--- src/design/asr_pkg.sv ---
// ----------------------------------------------------------------------------
// asr_pkg
// Shared types and constants of the alarm schedule table: item and result
// layouts, the stored entry layout, item kinds and register indexes.
// ----------------------------------------------------------------------------
package asr_pkg;

  localparam int TABLE_DEPTH_DEF = 32;

  localparam logic [7:0]  HOUR_LIMIT       = 8'd23;
  localparam logic [7:0]  MINUTE_LIMIT     = 8'd59;
  localparam logic [10:0] MINUTES_PER_HOUR = 11'd60;

  localparam logic [31:0] RETRIGGER_RESET  = 32'd65000;
  localparam logic [7:0]  TRACK_MAX_RESET  = 8'd99;
  localparam logic [2:0]  LOOP_MAX_RESET   = 3'd7;
  localparam logic [4:0]  VOLUME_MAX_RESET = 5'd30;

  typedef enum logic [1:0] {
    KIND_ADD    = 2'd0,
    KIND_EDIT   = 2'd1,
    KIND_DELETE = 2'd2,
    KIND_TICK   = 2'd3
  } kind_t;

  typedef enum logic [1:0] {
    REG_RETRIGGER  = 2'd0,
    REG_TRACK_MAX  = 2'd1,
    REG_LOOP_MAX   = 2'd2,
    REG_VOLUME_MAX = 2'd3
  } reg_index_t;

  typedef struct packed {
    kind_t       kind;
    logic [31:0] entry_id;
    logic [7:0]  hour;
    logic [7:0]  minute;
    logic [7:0]  track;
    logic [7:0]  loop_count;
    logic [7:0]  volume;
    logic        enable;
    logic        time_valid;
    logic [31:0] now_ms;
  } item_t;

  typedef struct packed {
    logic        accepted;
    logic        fired;
    logic [7:0]  fired_track;
    logic [2:0]  fired_loop;
    logic [4:0]  fired_volume;
    logic [31:0] assigned_id;
    logic [8:0]  entries_used;
  } result_t;

  typedef struct packed {
    logic [31:0] id;
    logic [4:0]  hour;
    logic [5:0]  minute;
    logic [7:0]  track;
    logic [2:0]  loop_cnt;
    logic [4:0]  volume;
    logic        enabled;
  } entry_t;

endpackage

--- src/design/alarm_schedule_table_core.sv ---
// ----------------------------------------------------------------------------
// alarm_schedule_table_core
// Daily alarm table: add, edit, delete and tick items over entries kept in
// one memory, scanned one entry per cycle.
// ----------------------------------------------------------------------------
// Each item reads every entry in use from the memory once; a delete then reads
//   the entries after the deleted one again and moves each down one place.
// Throughput: one item at a time; busy is already low in the cycle of done.
// Reset: rst (synchronous) empties the table, sets the next id to one, forgets
//   the last fired minute and loads register defaults; memory is not cleared.
// The result is shown for exactly one cycle on done; the receiver cannot stall.
// ----------------------------------------------------------------------------
module alarm_schedule_table_core
  import asr_pkg::*;
#(
  parameter int TABLE_DEPTH = TABLE_DEPTH_DEF
) (
  input  logic        clk,
  input  logic        rst,
  // item channel
  input  logic        start,
  output logic        busy,
  input  item_t       item,
  output logic        done,
  output result_t     result,
  // register write channel
  input  logic        cfg_valid,
  output logic        cfg_ready,
  input  reg_index_t  cfg_index,
  input  logic [31:0] cfg_data
);

  localparam int IW = $clog2(TABLE_DEPTH);
  localparam int CW = $clog2(TABLE_DEPTH + 1);
  localparam logic [CW-1:0] DEPTH_COUNT = CW'(TABLE_DEPTH);

  typedef enum logic [1:0] {
    ST_IDLE,
    ST_SCAN,
    ST_DECIDE,
    ST_SHIFT
  } state_t;

  state_t state;

  // registers
  logic [31:0] retrigger_window_ms;
  logic [7:0]  track_max;
  logic [2:0]  loop_max;
  logic [4:0]  volume_max;

  // table bookkeeping
  logic [CW-1:0] used_count;
  logic [31:0]   next_free_id;
  logic [10:0]   last_key;
  logic          last_key_valid;
  logic [31:0]   last_fire_ms;

  // per-item working registers
  item_t         cur;
  logic [CW-1:0] ptr;          // next entry to read
  logic          rd_pend;      // memory data for rd_idx arrives this cycle
  logic [IW-1:0] rd_idx;
  logic          found;
  logic [IW-1:0] found_idx;
  logic          clash_hit;
  logic [7:0]    cap_track;
  logic [2:0]    cap_loop;
  logic [4:0]    cap_volume;

  // memory ports
  logic          ram_we;
  logic [IW-1:0] ram_waddr;
  entry_t        ram_wdata;
  logic          ram_re;
  entry_t        ram_rdata;

  asr_ram #(
    .WIDTH ($bits(entry_t)),
    .DEPTH (TABLE_DEPTH)
  ) u_table (
    .clk   (clk),
    .we    (ram_we),
    .waddr (ram_waddr),
    .wdata (ram_wdata),
    .re    (ram_re),
    .raddr (ptr[IW-1:0]),
    .rdata (ram_rdata)
  );

  // Hold register writes off while an item is in flight.
  assign cfg_ready = (state == ST_IDLE);
  assign busy      = (state != ST_IDLE);

  // --------------------------------------------------------------------------
  // Per-entry compare on the data coming back from the memory
  // --------------------------------------------------------------------------
  logic [31:0] skip_id;
  logic        time_hit;
  logic        want_hit;

  always_comb begin
    // An add skips id zero in the clash check, an edit skips its own id.
    skip_id  = (cur.kind == KIND_ADD) ? 32'd0 : cur.entry_id;
    time_hit = ({3'b000, ram_rdata.hour} == cur.hour) &&
               ({2'b00, ram_rdata.minute} == cur.minute);
    // Tick looks for the first enabled entry on this minute; edit and delete
    // look for the first entry with the given id.
    if (cur.kind == KIND_TICK) begin
      want_hit = ram_rdata.enabled && time_hit;
    end else begin
      want_hit = (ram_rdata.id == cur.entry_id);
    end
  end

  // --------------------------------------------------------------------------
  // Item checks, clamps and the retrigger window
  // --------------------------------------------------------------------------
  logic        fields_ok;
  logic        time_ok;
  logic [7:0]  loop_floor;
  logic [2:0]  loop_clamped;
  logic [4:0]  volume_sat;
  logic [10:0] tick_key;
  logic [31:0] since_fire;
  logic        blocked;
  logic        add_ok;
  logic        edit_ok;
  logic        fire;

  always_comb begin
    time_ok      = (cur.hour <= HOUR_LIMIT) && (cur.minute <= MINUTE_LIMIT);
    fields_ok    = time_ok && (cur.track != 8'd0) && (cur.track <= track_max);
    loop_floor   = (cur.loop_count == 8'd0) ? 8'd1 : cur.loop_count;
    loop_clamped = (loop_floor > {5'b00000, loop_max}) ? loop_max : loop_floor[2:0];
    volume_sat   = (cur.volume > {3'b000, volume_max}) ? volume_max : cur.volume[4:0];
    tick_key     = 11'(cur.hour[4:0]) * MINUTES_PER_HOUR + 11'(cur.minute[5:0]);
    since_fire   = cur.now_ms - last_fire_ms;
    blocked      = last_key_valid && (last_key == tick_key) &&
                   (since_fire < retrigger_window_ms);
    add_ok       = (used_count < DEPTH_COUNT) && fields_ok && !clash_hit;
    edit_ok      = fields_ok && !clash_hit && found;
    fire         = cur.time_valid && time_ok && !blocked && found;
  end

  // Result of the item as decided at the end of the scan.
  result_t result_next;

  always_comb begin
    result_next              = '0;
    result_next.entries_used = 9'(used_count);
    case (cur.kind)
      KIND_ADD: begin
        if (add_ok) begin
          result_next.accepted     = 1'b1;
          result_next.assigned_id  = next_free_id;
          result_next.entries_used = 9'(used_count) + 9'd1;
        end
      end
      KIND_EDIT: begin
        result_next.accepted = edit_ok;
      end
      KIND_DELETE: begin
        result_next.accepted = 1'b0;
      end
      default: begin
        if (fire) begin
          result_next.fired        = 1'b1;
          result_next.fired_track  = cap_track;
          result_next.fired_loop   = cap_loop;
          result_next.fired_volume = cap_volume;
        end
      end
    endcase
  end

  // --------------------------------------------------------------------------
  // Memory access: reads stream during scan and shift, writes land on decide
  // (add or edit) and during the shift (move each entry down one place).
  // --------------------------------------------------------------------------
  always_comb begin
    ram_re    = ((state == ST_SCAN) || (state == ST_SHIFT)) && (ptr < used_count);
    ram_we    = 1'b0;
    ram_waddr = rd_idx;
    ram_wdata = ram_rdata;
    case (state)
      ST_DECIDE: begin
        ram_wdata.hour     = cur.hour[4:0];
        ram_wdata.minute   = cur.minute[5:0];
        ram_wdata.track    = cur.track;
        ram_wdata.loop_cnt = loop_clamped;
        ram_wdata.volume   = volume_sat;
        if (cur.kind == KIND_ADD) begin
          ram_we            = add_ok;
          ram_waddr         = used_count[IW-1:0];
          ram_wdata.id      = next_free_id;
          ram_wdata.enabled = 1'b1;
        end else begin
          ram_we            = (cur.kind == KIND_EDIT) && edit_ok;
          ram_waddr         = found_idx;
          ram_wdata.id      = cur.entry_id;
          ram_wdata.enabled = cur.enable;
        end
      end
      ST_SHIFT: begin
        // Entry rd_idx arrives now; drop it into the place below.
        ram_we    = rd_pend;
        ram_waddr = rd_idx - IW'(1);
      end
      default: begin
        ram_we = 1'b0;
      end
    endcase
  end

  // --------------------------------------------------------------------------
  // Sequencer, bookkeeping, registers and the result
  // --------------------------------------------------------------------------
  always_ff @(posedge clk) begin
    if (rst) begin
      state               <= ST_IDLE;
      used_count          <= '0;
      next_free_id        <= 32'd1;
      last_key            <= '0;
      last_key_valid      <= 1'b0;
      last_fire_ms        <= '0;
      retrigger_window_ms <= RETRIGGER_RESET;
      track_max           <= TRACK_MAX_RESET;
      loop_max            <= LOOP_MAX_RESET;
      volume_max          <= VOLUME_MAX_RESET;
      rd_pend             <= 1'b0;
      done                <= 1'b0;
    end else begin
      if (cfg_valid && cfg_ready) begin
        case (cfg_index)
          REG_RETRIGGER:  retrigger_window_ms <= cfg_data;
          REG_TRACK_MAX:  track_max           <= cfg_data[7:0];
          REG_LOOP_MAX:   loop_max            <= cfg_data[2:0];
          REG_VOLUME_MAX: volume_max          <= cfg_data[4:0];
          default:        track_max           <= track_max;
        endcase
      end

      case (state)
        ST_IDLE: begin
          done <= 1'b0;
          if (start) begin
            cur       <= item;
            ptr       <= '0;
            rd_pend   <= 1'b0;
            found     <= 1'b0;
            clash_hit <= 1'b0;
            state     <= ST_SCAN;
          end
        end

        ST_SCAN: begin
          done <= 1'b0;
          // Issue one read per cycle, evaluate each entry in the cycle after its read.
          if (ram_re) begin
            ptr    <= ptr + CW'(1);
            rd_idx <= ptr[IW-1:0];
          end
          rd_pend <= ram_re;
          if (rd_pend) begin
            if (!found && want_hit) begin
              found      <= 1'b1;
              found_idx  <= rd_idx;
              cap_track  <= ram_rdata.track;
              cap_loop   <= ram_rdata.loop_cnt;
              cap_volume <= ram_rdata.volume;
            end
            if (time_hit && (ram_rdata.id != skip_id)) begin
              clash_hit <= 1'b1;
            end
          end
          if (!ram_re && !rd_pend) begin
            state <= ST_DECIDE;
          end
        end

        ST_DECIDE: begin
          result <= result_next;
          if ((cur.kind == KIND_DELETE) && found) begin
            // Hold the result until the later entries have moved down.
            done    <= 1'b0;
            ptr     <= CW'(found_idx) + CW'(1);
            rd_pend <= 1'b0;
            state   <= ST_SHIFT;
          end else begin
            done  <= 1'b1;
            state <= ST_IDLE;
          end
          if ((cur.kind == KIND_ADD) && add_ok) begin
            used_count   <= used_count + CW'(1);
            next_free_id <= next_free_id + 32'd1;
          end
          if ((cur.kind == KIND_TICK) && fire) begin
            last_key       <= tick_key;
            last_key_valid <= 1'b1;
            last_fire_ms   <= cur.now_ms;
          end
        end

        ST_SHIFT: begin
          if (ram_re) begin
            ptr    <= ptr + CW'(1);
            rd_idx <= ptr[IW-1:0];
          end
          rd_pend <= ram_re;
          done    <= !ram_re && !rd_pend;
          if (!ram_re && !rd_pend) begin
            used_count <= used_count - CW'(1);
            result     <= '{accepted: 1'b1, fired: 1'b0, fired_track: 8'd0,
                            fired_loop: 3'd0, fired_volume: 5'd0, assigned_id: 32'd0,
                            entries_used: 9'(used_count) - 9'd1};
            state      <= ST_IDLE;
          end
        end

        default: begin
          done  <= 1'b0;
          state <= ST_IDLE;
        end
      endcase
    end
  end

  // --------------------------------------------------------------------------
  // Assertions
  // --------------------------------------------------------------------------
  a_count_bound: assert property (@(posedge clk) disable iff (rst)
    used_count <= DEPTH_COUNT)
    else $error("entry count above table depth");

  a_done_after_work: assert property (@(posedge clk) disable iff (rst)
    $rose(done) |-> $past(state == ST_DECIDE) || $past(state == ST_SHIFT))
    else $error("result strobe without a finished item");

  a_fire_excl: assert property (@(posedge clk) disable iff (rst)
    done |-> !(result.fired && result.accepted))
    else $error("tick result also marked accepted");

  a_no_idle_write: assert property (@(posedge clk) disable iff (rst)
    ram_we |-> (state == ST_DECIDE) || (state == ST_SHIFT))
    else $error("table written outside decide or shift");

  a_start_busy: assert property (@(posedge clk) disable iff (rst)
    (start && !busy) |=> busy)
    else $error("accepted item did not make the block busy");

endmodule

--- src/design/asr_ram.sv ---
// ----------------------------------------------------------------------------
// asr_ram
// Generic single-write, single-read memory with a registered read port.
// ----------------------------------------------------------------------------
module asr_ram #(
  parameter int WIDTH = 8,
  parameter int DEPTH = 32
) (
  input  logic                     clk,
  input  logic                     we,
  input  logic [$clog2(DEPTH)-1:0] waddr,
  input  logic [WIDTH-1:0]         wdata,
  input  logic                     re,
  input  logic [$clog2(DEPTH)-1:0] raddr,
  output logic [WIDTH-1:0]         rdata
);

  logic [WIDTH-1:0] mem [DEPTH];

  always_ff @(posedge clk) begin
    if (we) begin
      mem[waddr] <= wdata;
    end
    if (re) begin
      rdata <= mem[raddr];
    end
  end

endmodule
--- config.mk ---
export PLATFORM = sky130hd
export DESIGN_NAME = alarm_schedule_table_core
export DESIGN_NICKNAME = d
export VERILOG_FILES = /design/src/design/asr_pkg.sv /design/src/design/alarm_schedule_table_core.sv /design/src/design/asr_ram.sv
export SDC_FILE = /design/constraint.sdc
export NUM_CORES = 2
export LEC_CHECK = 0
export ABC_CLOCK_PERIOD_IN_PS = 16149
export BUFFER_PORTS_ARGS = -buffer_cell sky130_fd_sc_hd__buf_4
export CORE_MARGIN = 2
export CORE_UTILIZATION = 60
export CTS_CLUSTER_DIAMETER = 80
export DETAILED_ROUTE_END_ITERATION = 16
export HOLD_SLACK_MARGIN = 0.15
export PLACE_DENSITY = 0.77
export SLEW_MARGIN = 15
export SYNTH_ARGS = -nofsm -noshare
export SYNTH_HDL_FRONTEND = slang
export SYNTH_HIERARCHICAL = 1
export SYNTH_SLANG_ARGS = --single-unit
export TNS_END_PERCENT = 1
--- constraint.sdc ---
create_clock -name clk -period 16.15 [get_ports clk]
set_clock_uncertainty 0.2 [all_clocks]
set_input_delay 0 -clock clk [delete_from_list [all_inputs] [get_ports clk]]
set_output_delay 0 -clock clk [all_outputs]
set_load 0.005 [all_outputs]
==> run summary <==
The period utilization is 41.1%. The proportion of synthesized flip-flops having asynchronous set or reset is 0%. Measured against its own limit, the worst slew margin works out to approximately 16%. The synthesized netlist occupies a cell area of 94,500 µm². The share of layout cells above drive strength 1 is between 10% and 20%. The final net count came out at 6,888.

Summing all placed instances gives a cell area of 98,200 µm². The floorplan step set the die height to 401 µm. In the synthesized netlist, the number of instances is roughly 6k. The fraction of the yosys area taken by sequential cells is between 70% and 80%.

The total DRC errors in the routed layout is 0. The share of synthesized area in the top cell type comes to between 60% and 70%. By area the synthesized netlist is led by sky130_fd_sc_hd__edfxtp_1 69%, sky130_fd_sc_hd__mux2i_1 11%, sky130_fd_sc_hd__dfxtp_1 2.8%, sky130_fd_sc_hd__nand2_1 1.6%, sky130_fd_sc_hd__a21oi_1 1.6%.

The critical register-to-register path startpoint is cur[0]. For the pin with the worst max-slew slack, the measured transition is 1250 ps. The worst setup path is launched from a flip-flop. Clock latency on the worst-skew pair, taken at its later pin, is 870 ps. The post-detailed-placement half-perimeter wirelength came out at 134,000 µm. The clock share of power came out at 39.3%. Net switching is 23.2% of the power. The final-report max-slew violation count came out at 0. The remaining global-route overflow came out at 0. After the first detailed-routing iteration, the DRC count stood at between 8k and 9k. The flip-flop cell with the highest count after synthesis is sky130_fd_sc_hd__edfxtp_1. The number of clock sinks came out at 2,314. The worst hold path begins at item[43]. The starting density of the core is 60.5%.

The number of cells on the worst hold path came out at 3. The mean routed wirelength per cell is 28.7 µm. For this design the top-level I/O count stands at 208. The number of failing setup endpoints in the final timing report is 0.

The via count of the first global-routing pass came to ~57k. The combinational power share is 8.9%. In this run the number of H-tree levels came out at 4. The setup TNS came out at 0 ps.

The routability congestion estimate is 0.884. The run finished with clean final reports. The arrival time at the worst endpoint is 7220 ps.

The number of clock buffers inserted by TritonCTS came out at 221. The number of flops mapped to enable cells by yosys came out at 2,180. The highest ir drop seen on vdd came out at between 0.0001 and 0.00015 V.

Setup repair after global routing left no endpoint under its margin. The most critical setup path has its startpoint at cur[0]. The die width came out at 401 µm. The number of nets handed over by synthesis was 6,307. The count of distinct cell types in the synthesized netlist came out at between 80 and 90.

Of all nets on the critical path, the largest fanout is 22. The total routing usage reported by global routing is between 30% and 40%. Sequential cells account for 51.8% of the total power. The maximum number of buffers from clock root to sink is 3. Row generation in the floorplan step produced approximately 150 rows. The count of warnings emitted by yosys came out at 6. The via total after detailed routing came out at 57.8k. The maximum clock frequency is 151 MHz.

The cell leakage power is a little under 40 nW. The clock slew seen by the registers of the worst setup and hold paths is 60 ps. The number of I/O port buffers is 207. The total count of hold-check failures in the final report is 0. STA classifies the critical path endpoint as a flip-flop. The power per standard cell area came out at between 100 and 150 nW/µm². The internal portion of total power is 0.00995 W. The number of register bits inferred by synthesis came out at 2,314. The min-delay analysis places its worst path in the category in -> reg. The post-synthesis average cell area is ~16 µm². The TritonCTS clock tree is yes. The root buffer cell chosen for the clock tree is sky130_fd_sc_hd__clkbuf_16. Compared with the post-synthesis result, the final layout area differs by 15.3%. The largest total area in the synthesized netlist belongs to sky130_fd_sc_hd__edfxtp_1. The number of antenna violations at the first check in global routing came out at 11. The switching power summed over all nets came out at 0.00301 W. The floorplan core area is 156,000 µm². The area of all placed cells without fillers came out at 109,000 µm². The die footprint is 161,000 µm².

The count of cells along the worst register-to-register path came out at 24. Entering global routing, the biggest net connects 142 pins. The worst setup path is of the reg -> reg kind. The first global-routing pass estimated 372,000 µm of wire. The count of buffers added by post-CTS timing repair for setup came out at 0. The post-detailed-routing wire length is 254,000 µm. The detail route stage leaves a number of antenna-violating nets equal to 0. The average vias per placed instance came out at 6.51. For the finished layout, the period the worst path requires is 6640 ps. The worst path required time came out at 16,730 ps. The first detailed-routing pass ran for 7 iterations. Across the run, the number of max-cap violations was 0.
## sequential cells by signal (all words and copies together), names as in the netlist, 2 cells and up
register             flops
rd_idx                   5
track_max                8
cur                    108
u_table/mem           1920
volume_max               5
cap_loop                 3
retrigger_window_ms     32
used_count               6
loop_max                 3
last_key                11
state                    2
u_table/rdata           60
cap_volume               5
found_idx                5
cap_track                8
result                  58
ptr                      6
next_free_id            32
last_fire_ms            32
## path summary, 6_finish.rpt
path	to	slack, ps
setup / recovery	last_fire_ms[10]	9510
hold / removal	cur[43]	200
setup reg to reg	last_fire_ms[10]	9510
hold reg to reg	last_fire_ms[14]	280
## power by group through the flow
stage	logic, W	registers [W]	clock network (W)
final	0.00115	0.00672	0.00509
after global routing	0.00122	0.00672	0.00536
after CTS	0.00111	0.00672	0.00512
after detailed placement	0.00104	0.00684	0
after global placement	0.00102	0.00684	0
after floorplan	0.000718	0.00683	0
## worst max-delay path, cell delays in order (launching register included)
cell and delay (ps):
sky130_fd_sc_hd__edfxtp_1 390, sky130_fd_sc_hd__inv_1 80, sky130_fd_sc_hd__ha_1 160, sky130_fd_sc_hd__inv_1 60, sky130_fd_sc_hd__fa_1 400, sky130_fd_sc_hd__a21o_1 180
sky130_fd_sc_hd__a21oi_1 220, sky130_fd_sc_hd__o21bai_1 110, sky130_fd_sc_hd__a211oi_1 450, sky130_fd_sc_hd__o31ai_1 280, sky130_fd_sc_hd__a41o_1 370, sky130_fd_sc_hd__a21o_1 220
sky130_fd_sc_hd__a311oi_1 300, sky130_fd_sc_hd__xnor2_1 110, sky130_fd_sc_hd__ha_1 300, sky130_fd_sc_hd__nand4_1 130, sky130_fd_sc_hd__nor4_1 350, sky130_fd_sc_hd__nand2_1 120
sky130_fd_sc_hd__nor4_1 290, sky130_fd_sc_hd__o41ai_1 110, sky130_fd_sc_hd__nand4_1 170, sky130_fd_sc_hd__o31a_1 720, sky130_fd_sc_hd__buf_4 430, sky130_fd_sc_hd__nand3_1 170
sky130_fd_sc_hd__a21oi_1 210
## layout make-up
type                            instances  area, µm²
Antenna cell                            3       7.51
Clock buffer                          288       5880
Clock inverter                        122       1250
Fill cell                            9646      47300
Inverter                              149        562
Multi-Input combinational cell       3255      24600
Sequential cell                      2314      68100
Tap cell                             2058       2570
Timing Repair Buffer                  678       6070
## layer usage
metal | vias to the layer above | wire (µm) | global-route usage (%)
met3 | 661 | 28000 | 5.94
met2 | 3814 | 120000 | 49.4
li1 | 24430 | - | -
met1 | 28855 | 96100 | 43.0
met4 | 4 | 10300 | 12.7
met5 | - | 22 | 0
## through the flow
| stage | power, W | std cells | setup slack, ps | hold slack [ps] | utilization, % |
|---|---|---|---|---|---|
| after floorplan | 0.00754 | 6038 | 9840 | -101 | - |
| after CTS | 0.0129 | 8864 | 9630 | 151 | 69.6 |
| final | 0.0130 | 8867 | 9510 | 198 | 69.7 |
| after global routing | 0.0133 | 8866 | 9120 | 189 | 69.7 |
| after detailed placement | 0.00788 | 8098 | 9610 | -20.6 | 62.8 |
| after global placement | 0.00786 | 8098 | 9760 | -20.9 | 62.8 |
## synth_stat cells (all sizes together), types with 6 or more instances
cell type  number
edfxtp       2180
mux2i        1016
nand2         403
a21oi         302
nand3         244
a22oi         181
buf           177
inv           148
clkbuf        143
nor2          137
dfxtp         134
a22o          122
ha            113
o21ai         111
nor3           85
a31oi          70
xnor2          59
and2           56
xor2           53
a21o           35
nand4          29
o211ai         24
nor2b          22
a211oi         21
nor4           20
nand2b         14
and3           12
o22ai          11
fa             10
nand3b          8
o21a            8
o21bai          8
o31ai           6
## cells in the final DEF, fill, tap and decap left out, types with 10 or more instances in the layout
| cell type | instances |
|---|---|
| sky130_fd_sc_hd__ha_1 | 112 |
| sky130_fd_sc_hd__o211ai_1 | 24 |
| sky130_fd_sc_hd__a22oi_1 | 181 |
| sky130_fd_sc_hd__clkbuf_16 | 223 |
| sky130_fd_sc_hd__dfxtp_1 | 134 |
| sky130_fd_sc_hd__nand3_1 | 244 |
| sky130_fd_sc_hd__a22o_1 | 122 |
| sky130_fd_sc_hd__nor2_4 | 34 |
| sky130_fd_sc_hd__a21o_1 | 35 |
| sky130_fd_sc_hd__o22ai_1 | 11 |
| sky130_fd_sc_hd__nand2_1 | 400 |
| sky130_fd_sc_hd__and2_1 | 54 |
| sky130_fd_sc_hd__buf_4 | 316 |
| sky130_fd_sc_hd__xnor2_1 | 58 |
| sky130_fd_sc_hd__nor4_1 | 14 |
| sky130_fd_sc_hd__clkinv_2 | 39 |
| sky130_fd_sc_hd__mux2i_1 | 1016 |
| sky130_fd_sc_hd__clkinv_1 | 42 |
| sky130_fd_sc_hd__nor2_1 | 102 |
| sky130_fd_sc_hd__a211oi_1 | 21 |
| sky130_fd_sc_hd__nor2b_1 | 19 |
| sky130_fd_sc_hd__dlygate4sd3_1 | 355 |
| sky130_fd_sc_hd__a31oi_1 | 70 |
| sky130_fd_sc_hd__and3_1 | 12 |
| sky130_fd_sc_hd__inv_1 | 146 |
| sky130_fd_sc_hd__o21ai_1 | 18 |
| sky130_fd_sc_hd__nand2b_1 | 11 |
| sky130_fd_sc_hd__edfxtp_1 | 2180 |
| sky130_fd_sc_hd__xor2_1 | 53 |
| sky130_fd_sc_hd__nor3_1 | 83 |
| sky130_fd_sc_hd__o21ai_0 | 66 |
| sky130_fd_sc_hd__o21ai_4 | 19 |
| sky130_fd_sc_hd__a21oi_1 | 302 |
| sky130_fd_sc_hd__clkbuf_1 | 59 |
| sky130_fd_sc_hd__nand4_1 | 29 |
| sky130_fd_sc_hd__fa_1 | 10 |
| sky130_fd_sc_hd__bufinv_16 | 18 |
## kinds of logic (layout without fill, tap and decap cells)
family / count (synthesis) / count (layout) / share of synthesized area, %
buf+inv: 469 / 1237 / 2.60
xor+xnor: 113 / 113 / 1.07
simple gates: 1057 / 1057 / 5.20
other cells: 0 / 3 / 0
compound gates: 941 / 941 / 6.53
flops: 2314 / 2314 / 72.1
mux: 1021 / 1021 / 10.8
fa+ha+maj: 123 / 123 / 1.71
## repair_timing
item	CTS	global route
resized for setup	0	0
endpoints found under the hold margin	381	0
hold buffers	356	0
Note: power is estimated with default switching activity, not from simulation.
